===== config.mk =====
export PLATFORM = sky130hd
export DESIGN_NAME = fifo_queue_with_keyed_removal_flat
export DESIGN_NICKNAME = d
export VERILOG_FILES = /design/src/rtl/core/fqkr_pkg.sv /design/src/rtl/core/fqkr_ifs.sv /design/src/rtl/core/fqkr_cell.sv /design/src/rtl/core/fifo_queue_with_keyed_removal.sv /design/src/flat_wrapper.sv
export SDC_FILE = /design/constraint.sdc
export NUM_CORES = 2
export LEC_CHECK = 0
export BUFFER_PORTS_ARGS = -buffer_cell sky130_fd_sc_hd__clkbuf_2
export CAP_MARGIN = 30
export CORE_ASPECT_RATIO = 1.4
export CORE_UTILIZATION = 47
export CTS_CLUSTER_SIZE = 25
export DETAILED_ROUTE_END_ITERATION = 6
export SLEW_MARGIN = 10
export SYNTH_ARGS = -nofsm -noshare
export SYNTH_HDL_FRONTEND = slang
export SYNTH_SLANG_ARGS = --single-unit

===== constraint.sdc =====
create_clock -name clock -period 23.9 [get_ports clock]
set_input_delay 5.975 -clock clock [delete_from_list [all_inputs] [get_ports clock]]
set_output_delay 5.975 -clock clock [all_outputs]
set_load 0.005 [all_outputs]

===== src/rtl/core/fqkr_pkg.sv =====
// types and constants of the keyed-removal queue
package fqkr_pkg;

   localparam int ID_W  = 32;
   localparam int TAG_W = 32;
   localparam int OP_W  = 2;
   localparam int OCC_W = 5;

   localparam logic [OP_W-1:0] OP_ENQUEUE = 2'd0;
   localparam logic [OP_W-1:0] OP_DEQUEUE = 2'd1;
   localparam logic [OP_W-1:0] OP_REMOVE  = 2'd2;

   // control broadcast from the top level to every cell
   typedef struct packed {
      logic                     fire;
      logic                     enq;
      logic                     deq;
      logic                     rem;
      logic signed [ID_W-1:0]   key_id;
      logic signed [TAG_W-1:0]  key_tag;
   } cell_ctrl_type;

endpackage


===== src/rtl/core/fqkr_ifs.sv =====
// request and response channel interfaces of the keyed-removal queue
interface fqkr_req_if;
   logic                                  valid;
   logic                                  ready;
   logic [fqkr_pkg::OP_W-1:0]             operation;
   logic signed [fqkr_pkg::ID_W-1:0]      item_id;
   logic signed [fqkr_pkg::TAG_W-1:0]     item_tag;

   modport source (output valid, output operation, output item_id, output item_tag,
                   input ready);
   modport sink   (input valid, input operation, input item_id, input item_tag,
                   output ready);
endinterface

interface fqkr_rsp_if;
   logic                                  valid;
   logic                                  ready;
   logic                                  ok;
   logic signed [fqkr_pkg::ID_W-1:0]      out_id;
   logic signed [fqkr_pkg::TAG_W-1:0]     out_tag;
   logic [fqkr_pkg::OCC_W-1:0]            occupancy;
   logic                                  is_empty;

   modport source (output valid, output ok, output out_id, output out_tag,
                   output occupancy, output is_empty, input ready);
   modport sink   (input valid, input ok, input out_id, input out_tag,
                   input occupancy, input is_empty, output ready);
endinterface


===== src/rtl/core/fqkr_cell.sv =====
// one queue slot: holds an entry, matches the key and shifts toward the head
module fqkr_cell #(
   parameter int IDX = 0,
   parameter int CW  = 5
) (
   input  logic                                clock,
   input  fqkr_pkg::cell_ctrl_type             ctrl,
   input  logic [CW-1:0]                       count,
   input  logic signed [fqkr_pkg::ID_W-1:0]    nxt_id,
   input  logic signed [fqkr_pkg::TAG_W-1:0]   nxt_tag,
   input  logic                                hit_prev,
   input  logic signed [fqkr_pkg::ID_W-1:0]    fnd_id_prev,
   input  logic signed [fqkr_pkg::TAG_W-1:0]   fnd_tag_prev,
   output logic signed [fqkr_pkg::ID_W-1:0]    slot_id,
   output logic signed [fqkr_pkg::TAG_W-1:0]   slot_tag,
   output logic                                hit_next,
   output logic signed [fqkr_pkg::ID_W-1:0]    fnd_id_next,
   output logic signed [fqkr_pkg::TAG_W-1:0]   fnd_tag_next
);

   logic signed [fqkr_pkg::ID_W-1:0]  id_ff, id_in;
   logic signed [fqkr_pkg::TAG_W-1:0] tag_ff, tag_in;
   logic                              occupied;
   logic                              match;
   logic                              shift;
   logic                              load;

   assign occupied = count > CW'(IDX);
   assign match    = occupied && (id_ff == ctrl.key_id) && (tag_ff == ctrl.key_tag);
   assign hit_next = hit_prev | match;

   assign fnd_id_next  = hit_prev ? fnd_id_prev  : (match ? id_ff  : '0);
   assign fnd_tag_next = hit_prev ? fnd_tag_prev : (match ? tag_ff : '0);

   assign shift = ctrl.deq | (ctrl.rem & hit_next);
   assign load  = ctrl.enq & (count == CW'(IDX));

   always_comb begin
      id_in  = id_ff;
      tag_in = tag_ff;
      if (ctrl.fire && shift) begin
         id_in  = nxt_id;
         tag_in = nxt_tag;
      end else if (ctrl.fire && load) begin
         id_in  = ctrl.key_id;
         tag_in = ctrl.key_tag;
      end
   end

   always_ff @(posedge clock) begin
      id_ff  <= id_in;
      tag_ff <= tag_in;
   end

   assign slot_id  = id_ff;
   assign slot_tag = tag_ff;

endmodule


===== src/rtl/core/fifo_queue_with_keyed_removal.sv =====
// top level of the fifo queue of (id, tag) words with removal by key
// A chain of CAPACITY cells holds the entries in order with the head in the
// first cell, and every operation completes in the cycle it is accepted.
// Enqueue loads the cell at the fill count, dequeue moves every cell one place
// toward the head, and remove compares the key in all cells at once while a
// one-bit priority chain running through the cells marks the first match and
// every cell behind it, which all move one place. The response is held in an
// output register, so a new request is taken whenever that register is empty
// or being drained; one request word is taken per clock while the receiver
// keeps ready high. The clock period is set by the removal priority chain,
// whose length grows with CAPACITY. The queue is empty after reset; occupancy
// reports the entry count modulo 32.
module fifo_queue_with_keyed_removal #(
   parameter int CAPACITY = 16
) (
   input  logic        clock,
   input  logic        reset,
   fqkr_req_if.sink    req_ch,
   fqkr_rsp_if.source  rsp_ch
);

   localparam int CW = $clog2(CAPACITY + 1);

   fqkr_pkg::cell_ctrl_type            ctrl;
   logic [CW-1:0]                      count_ff, count_in;
   logic                               full;
   logic                               empty;
   logic                               fire;

   logic signed [fqkr_pkg::ID_W-1:0]   cid  [CAPACITY];
   logic signed [fqkr_pkg::TAG_W-1:0]  ctag [CAPACITY];
   logic                               hit  [CAPACITY+1];
   logic signed [fqkr_pkg::ID_W-1:0]   fid  [CAPACITY+1];
   logic signed [fqkr_pkg::TAG_W-1:0]  ftag [CAPACITY+1];

   logic                               ok;
   logic signed [fqkr_pkg::ID_W-1:0]   res_id;
   logic signed [fqkr_pkg::TAG_W-1:0]  res_tag;
   logic [31:0]                        cnt_wide;

   logic                               rsp_valid_ff, rsp_valid_in;
   logic                               ok_ff;
   logic signed [fqkr_pkg::ID_W-1:0]   out_id_ff;
   logic signed [fqkr_pkg::TAG_W-1:0]  out_tag_ff;
   logic [fqkr_pkg::OCC_W-1:0]         occ_ff;
   logic                               empty_ff;

   assign req_ch.ready = ~rsp_valid_ff | rsp_ch.ready;
   assign fire         = req_ch.valid & req_ch.ready;
   assign full         = count_ff == CW'(CAPACITY);
   assign empty        = count_ff == '0;

   assign ctrl.fire    = fire;
   assign ctrl.enq     = req_ch.operation == fqkr_pkg::OP_ENQUEUE;
   assign ctrl.deq     = req_ch.operation == fqkr_pkg::OP_DEQUEUE;
   assign ctrl.rem     = req_ch.operation == fqkr_pkg::OP_REMOVE;
   assign ctrl.key_id  = req_ch.item_id;
   assign ctrl.key_tag = req_ch.item_tag;

   assign hit[0]  = 1'b0;
   assign fid[0]  = '0;
   assign ftag[0] = '0;

   for (genvar i = 0; i < CAPACITY; i++) begin : g_cell
      logic signed [fqkr_pkg::ID_W-1:0]  nid;
      logic signed [fqkr_pkg::TAG_W-1:0] ntag;
      if (i == CAPACITY - 1) begin : g_last
         assign nid  = '0;
         assign ntag = '0;
      end else begin : g_mid
         assign nid  = cid[i+1];
         assign ntag = ctag[i+1];
      end
      fqkr_cell #(
         .IDX (i),
         .CW  (CW)
      ) u_cell (
         .clock        (clock),
         .ctrl         (ctrl),
         .count        (count_ff),
         .nxt_id       (nid),
         .nxt_tag      (ntag),
         .hit_prev     (hit[i]),
         .fnd_id_prev  (fid[i]),
         .fnd_tag_prev (ftag[i]),
         .slot_id      (cid[i]),
         .slot_tag     (ctag[i]),
         .hit_next     (hit[i+1]),
         .fnd_id_next  (fid[i+1]),
         .fnd_tag_next (ftag[i+1])
      );
   end

   always_comb begin
      ok       = 1'b0;
      res_id   = '0;
      res_tag  = '0;
      count_in = count_ff;
      case (req_ch.operation)
         fqkr_pkg::OP_ENQUEUE: begin
            ok = ~full;
            if (!full) count_in = count_ff + CW'(1);
         end
         fqkr_pkg::OP_DEQUEUE: begin
            ok = ~empty;
            if (!empty) begin
               res_id   = cid[0];
               res_tag  = ctag[0];
               count_in = count_ff - CW'(1);
            end
         end
         fqkr_pkg::OP_REMOVE: begin
            ok = hit[CAPACITY];
            if (hit[CAPACITY]) begin
               res_id   = fid[CAPACITY];
               res_tag  = ftag[CAPACITY];
               count_in = count_ff - CW'(1);
            end
         end
         default: begin
            ok = 1'b0;
         end
      endcase
   end

   assign cnt_wide     = 32'(count_in);
   assign rsp_valid_in = fire | (rsp_valid_ff & ~rsp_ch.ready);

   always_ff @(posedge clock) begin
      if (reset) begin
         count_ff     <= '0;
         rsp_valid_ff <= 1'b0;
      end else begin
         rsp_valid_ff <= rsp_valid_in;
         if (fire) count_ff <= count_in;
      end
   end

   always_ff @(posedge clock) begin
      if (fire) begin
         ok_ff      <= ok;
         out_id_ff  <= res_id;
         out_tag_ff <= res_tag;
         occ_ff     <= cnt_wide[fqkr_pkg::OCC_W-1:0];
         empty_ff   <= count_in == '0;
      end
   end

   assign rsp_ch.valid     = rsp_valid_ff;
   assign rsp_ch.ok        = ok_ff;
   assign rsp_ch.out_id    = out_id_ff;
   assign rsp_ch.out_tag   = out_tag_ff;
   assign rsp_ch.occupancy = occ_ff;
   assign rsp_ch.is_empty  = empty_ff;

endmodule


===== src/flat_wrapper.sv =====
// flat-port wrapper written by rule: the top's interface ports become plain ports
module fifo_queue_with_keyed_removal_flat 
#(
   parameter int CAPACITY = 16
)
  (clock, reset, req_ch_valid, req_ch_operation, req_ch_item_id, req_ch_item_tag, req_ch_ready, rsp_ch_valid, rsp_ch_ok, rsp_ch_out_id, rsp_ch_out_tag, rsp_ch_occupancy, rsp_ch_is_empty, rsp_ch_ready);
  fqkr_req_if req_ch_i ();
  fqkr_rsp_if rsp_ch_i ();
  input  logic clock;
  input  logic reset;
  input wire logic [$bits(req_ch_i.valid)-1:0] req_ch_valid;
  input wire logic [$bits(req_ch_i.operation)-1:0] req_ch_operation;
  input wire logic [$bits(req_ch_i.item_id)-1:0] req_ch_item_id;
  input wire logic [$bits(req_ch_i.item_tag)-1:0] req_ch_item_tag;
  output wire logic [$bits(req_ch_i.ready)-1:0] req_ch_ready;
  output wire logic [$bits(rsp_ch_i.valid)-1:0] rsp_ch_valid;
  output wire logic [$bits(rsp_ch_i.ok)-1:0] rsp_ch_ok;
  output wire logic [$bits(rsp_ch_i.out_id)-1:0] rsp_ch_out_id;
  output wire logic [$bits(rsp_ch_i.out_tag)-1:0] rsp_ch_out_tag;
  output wire logic [$bits(rsp_ch_i.occupancy)-1:0] rsp_ch_occupancy;
  output wire logic [$bits(rsp_ch_i.is_empty)-1:0] rsp_ch_is_empty;
  input wire logic [$bits(rsp_ch_i.ready)-1:0] rsp_ch_ready;
  assign req_ch_i.valid = req_ch_valid;
  assign req_ch_i.operation = req_ch_operation;
  assign req_ch_i.item_id = req_ch_item_id;
  assign req_ch_i.item_tag = req_ch_item_tag;
  assign req_ch_ready = req_ch_i.ready;
  assign rsp_ch_valid = rsp_ch_i.valid;
  assign rsp_ch_ok = rsp_ch_i.ok;
  assign rsp_ch_out_id = rsp_ch_i.out_id;
  assign rsp_ch_out_tag = rsp_ch_i.out_tag;
  assign rsp_ch_occupancy = rsp_ch_i.occupancy;
  assign rsp_ch_is_empty = rsp_ch_i.is_empty;
  assign rsp_ch_i.ready = rsp_ch_ready;
  fifo_queue_with_keyed_removal #(.CAPACITY(CAPACITY)) u_core (.clock(clock), .reset(reset), .req_ch(req_ch_i), .rsp_ch(rsp_ch_i));
endmodule

==> results.md <==
STA:
- Clock skew on the completed layout was measured at between 0.07 and 0.08 ns.
- Based on the critical path, the design can be clocked at up to slightly above 80 MHz.
- The final clock period utilization by the worst path is 0.515.
- Setup violations remaining at the end of the flow were counted as 0.
- Hold timing on the final database bottoms out at a slack of between 0.4 and 0.5 ns.
- The final-report max-slew violation count was 4.
- The worst path in the final design needs a cycle of 12.31 ns, including I/O delays and setup.
- Setup repair after global routing left no endpoint under its margin.
- The worst-margin pin slew is 2.11 ns.
- In this run the tightest slew margin relative to its limit is -0.405.
- Setup total negative slack on the finished layout was measured at 0 ns.
- The count of endpoints failing hold in the final timing report is 0.

Finish:
- The layout-stage area growth over the synthesis result is 10.5%.
- Of the cells placed in the final design, the portion with a size suffix greater than 1 is 0.236.
- The net count of the finished layout is between 6000 and 7000.
- Counting the fill cells in the layout gives 13526.
- The final instance count without filler cells is between 8000 and 9000.

Setup path:
- Data on the critical path is required at its endpoint by 24.47 ns.
- Walking the worst path, the cells encountered are clkbuf_2, buf_4, buf_4, xnor2_1, or4b_1, or4_1, nor4_1, a32oi_1, nand3_2, buf_4, nor4_4, buf_4, buf_4, a21oi_1, a21boi_0, a211o_1, a221oi_2.
- The type of the worst setup path is input pin to flip-flop.
- STA classifies the critical path startpoint as an input pin.
- For this run, the slowest stage of the critical path takes approximately 1.1 ns.
- The capturing element type of the critical path is a flip-flop.
- The endpoint arrival time on the critical path is about 13 ns.
- For this design, the slowest cell found on the critical path is sky130_fd_sc_hd__a21oi_1.
- Among the stages of the critical path, the cell type that occurs most often is sky130_fd_sc_hd__buf_4.
- The maximum fanout along the worst path is 43.

Global route:
- The global-route track usage on met2 is 0.809.
- The global routing usage on met3 is 0.275.
- The number of global-route vias before repair came to about 61000.
- For met1 alone, demand over resource in global routing was 0.638.
- The maximum number of pins on one net before global-route repair is about 80.
- The global routing stage identified its most utilized layer as met2.
- The first global-routing pass estimated between 600 and 700 mm of wire.
- The overall global routing resource usage is 0.590.
- Summed over all layers, the global routing overflow is 0.
- The initial antenna violation count is between 60 and 70.

Clocking:
- Clock tree synthesis found a total of 1101 sinks.
- After clock tree synthesis, the repair step resized 0 gates.
- The H-tree level count is 3.
- The longest clock path from root to sink contains 3 buffers.
- TritonCTS built the clock tree.
- The number of buffers created by CTS is 118.
- The latest clock arrival within the worst-skew pair is just under 0.9 ns.
- After clock tree synthesis, the clock-pin slew on the worst setup and hold paths is roughly 0.070 ns.
- The post-cts hold buffer count is 0.
- Once the clock tree was built, the setup fixing pass inserted 0 buffers.
- The cell chosen for the clock root is sky130_fd_sc_hd__clkbuf_16.

Synthesis:
- Dividing the synthesized area by the synthesized cell count gives 10.8 um2.
- The async set or reset register ratio after synthesis is 0.
- The cell area that synthesis handed to floorplanning was between 0.07 and 0.08 mm2.
- The share of synthesized area in the top cell type comes to 0.433.
- Among all flip-flop cells after synthesis, the most frequent one is sky130_fd_sc_hd__edfxtp_1.
- Ranked by total cell area, the synthesized netlist is headed by sky130_fd_sc_hd__edfxtp_1 (43%), sky130_fd_sc_hd__mux2_2 (13%), sky130_fd_sc_hd__xor2_1 (7.0%).
- The synthesized design spends more area on one cell type than any other, namely sky130_fd_sc_hd__edfxtp_1.
- Synthesis instantiated just over 90 different standard cells from the library.
- Synthesis inferred 1101 register bits.
- The share of the Yosys chip area taken by registers is 0.453.
- Counting flops with a built-in enable in the synthesized netlist gives between 1000 and 1500.
- The cell count after synthesis came out at 6642.
- The post-synthesis net count is just under 7000.
- The synthesis warning total is 0.

Pwr:
- The cell-internal power is roughly 3500 uW.
- The power per standard cell area is around 65 mW/mm2.
- The worst supply voltage drop on vdd is approximately 63 uV.
- Of the total power, combinational logic draws 0.146.
- Of the total power, the clock network draws 0.400.
- Total power for the finished layout comes to around 5000 uW.
- The leakage power of the design is ~0.026 uW.
- The switching share of power is 0.310.
- The portion of total power attributed to sequential cells is 0.454.
- The power spent charging and discharging nets is around 1600 uW.

Flow run:
- Across the run, the number of max-cap violations was 1.

Drt:
- Dividing the detail-routed via count by the number of cells gives between 7 and 8.
- The number of remaining DRC errors is 12.
- The number of detailed-routing iterations run before antenna repair is 7.
- After detailed routing, the average wire length per cell comes to 53.3 um.
- Summing over every cut layer, the via total after detailed routing is ~68000.
- In this run, the number of DRC markers left after iteration 0 of detailed routing was approximately 13000.
- The remaining antenna violation count is 0.
- For this block, the routed nets add up to between 400 and 500 mm of wire.

Floorplan:
- The horizontal die dimension is about 330 um.
- The floorplan has around 170 rows.
- The overall die height is between 400 and 500 um.
- The placeable core area is 0.150 mm2.
- about 140 I/O pins were placed.
- For this configuration, the core starts out at a cell density of 0.475.
- The total die area is ~0.15 mm2.

Status:
- The flow ran to the end, but the final reports show violations.
- The final reports fail on DRC, capacitance limit, slew limit.

Placement:
- The count of placed standard cells including taps is about 8400.
- The congestion estimate from routability-driven global placement came to approximately 1.2.
- The estimated wirelength of the detail-placed design is between 300 and 400 mm.
- In this run the tool buffered the top-level ports with 142 buffer cells.

Min path:
- The type of the tightest min-delay check is flip-flop to flip-flop.
==> registers in the layout, summed over array words and instances (netlist names) <==
| register | cells |
|---|---|
| u_core.g_cell.u_cell.slot_id | 512 |
| u_core.rsp_ch.out_id | 32 |
| u_core.rsp_ch.ok | 1 |
| u_core.g_cell.u_cell.slot_tag | 512 |
| u_core.rsp_ch.occupancy | 5 |
| u_core.count_ff | 5 |
| u_core.rsp_ch.out_tag | 32 |
| u_core.rsp_ch.valid | 1 |
| u_core.rsp_ch.is_empty | 1 |
==> metal layers <==
| metal | up-vias | routed length, um |
|---|---|---|
| met3 | 2395 | 69100 |
| met5 | - | 362 |
| met4 | 24 | 65000 |
| met2 | 7359 | 184000 |
| met1 | 33240 | 147000 |
| li1 | 24727 | - |
==> path summary, 6_finish.rpt <==
path                                         from                                    to  slack (ns)  depth (start not counted)
min          u_core.g_cell[15].u_cell.slot_id[17]  u_core.g_cell[15].u_cell.slot_id[17]        0.49                          2
max reg2reg                    u_core.count_ff[1]              u_core.rsp_ch.out_tag[5]       16.89                         14
min reg2reg  u_core.g_cell[15].u_cell.slot_id[17]  u_core.g_cell[15].u_cell.slot_id[17]        0.49                          2
max                            req_ch_item_tag[5]              u_core.rsp_ch.out_tag[5]       11.59                         17
==> synthesized netlist by cell type (14+ instances only) <==
cell                        count
sky130_fd_sc_hd__edfxtp_1    1031
sky130_fd_sc_hd__mux2_2       817
sky130_fd_sc_hd__xor2_1       571
sky130_fd_sc_hd__nand2_1      526
sky130_fd_sc_hd__xnor2_1      389
sky130_fd_sc_hd__a21oi_1      324
sky130_fd_sc_hd__clkbuf_1     305
sky130_fd_sc_hd__nor4_1       241
sky130_fd_sc_hd__nor2_1       221
sky130_fd_sc_hd__nand4_1      212
sky130_fd_sc_hd__buf_2        202
sky130_fd_sc_hd__o21ai_0      185
sky130_fd_sc_hd__nor3_1       163
sky130_fd_sc_hd__inv_1        147
sky130_fd_sc_hd__a21boi_0     145
sky130_fd_sc_hd__nand2b_1      83
sky130_fd_sc_hd__o22ai_1       78
sky130_fd_sc_hd__a22oi_1       74
sky130_fd_sc_hd__dfxtp_1       70
sky130_fd_sc_hd__o221ai_1      66
sky130_fd_sc_hd__a31oi_1       64
sky130_fd_sc_hd__o211ai_1      61
sky130_fd_sc_hd__or3_1         61
sky130_fd_sc_hd__a211o_1       57
sky130_fd_sc_hd__nand3_1       56
sky130_fd_sc_hd__a221oi_2      54
sky130_fd_sc_hd__buf_4         46
sky130_fd_sc_hd__mux2i_1       43
sky130_fd_sc_hd__a21boi_1      32
sky130_fd_sc_hd__buf_1         28
sky130_fd_sc_hd__nor4b_1       25
sky130_fd_sc_hd__nand4b_1      20
sky130_fd_sc_hd__a221oi_1      19
sky130_fd_sc_hd__buf_6         18
sky130_fd_sc_hd__or4_1         16
sky130_fd_sc_hd__a21o_1        15
sky130_fd_sc_hd__mux2_1        14
sky130_fd_sc_hd__o2111ai_1     14
==> layout by cell type, fill, tap and decap left out, drive strengths merged, types with 212 or more instances in the layout <==
cell type  instances
nor4             245
edfxtp          1031
xnor2            389
buf              271
mux2             831
nor2             222
clkbuf           285
nand2            527
nand4            212
xor2             571
a21oi            327
==> kinds of logic after synthesis <==
family                   count (synthesis)  share of synthesized area
adder cells (fa/ha/maj)                 10                    0.00175
XOR/XNOR                               960                      0.118
AND/OR/NAND/NOR                       1707                      0.124
AO/OA/AOI/OAI                         1240                      0.119
buffers and inverters                  750                     0.0473
multiplexers                           874                      0.137
flip-flops                            1101                      0.453
==> power groups by stage <==
stage	clock network (uW)	logic, uW	registers, uW
after global placement	0	672	2340
final	2040	747	2310
after global routing	2080	729	2300
after CTS	2010	682	2300
after detailed placement	0	678	2340
after floorplan	0	379	2270
==> area by class of cell <==
class                      count  area, um2  share of cell area
multi-input combinational   4791      36200               0.458
sequential                  1101      32400               0.410
clock buffer                 140       3120              0.0395
timing repair buffer         416       3090              0.0392
tap                         1955       2450              0.0310
clock inverter                81        947              0.0120
inverter                     150        568             0.00720
antenna                       90        225             0.00285
==> through the flow <==
step | utilization | instance area (um2) | setup WS [ns]
2_1_floorplan | - | 71400 | 10.01
3_3_place_gp | 0.491 | 73800 | 11.17
3_5_place_dp | 0.494 | 74200 | 11.22
4_1_cts | 0.521 | 78300 | 11.59
5_1_grt | 0.524 | 78800 | 11.58
6_report | 0.525 | 78900 | 11.59
==> worst max-delay path: cells and delay by family <==
kind | cells | cell delay (ns)
AOI/OAI and AO/OA | 5 | 2.57
buffers and inverters | 6 | 2.14
and+or+nand+nor | 5 | 1.80
xor gates and xnor gates | 1 | 0.23
No activity file was read; power rests on OpenSTA's default activity.
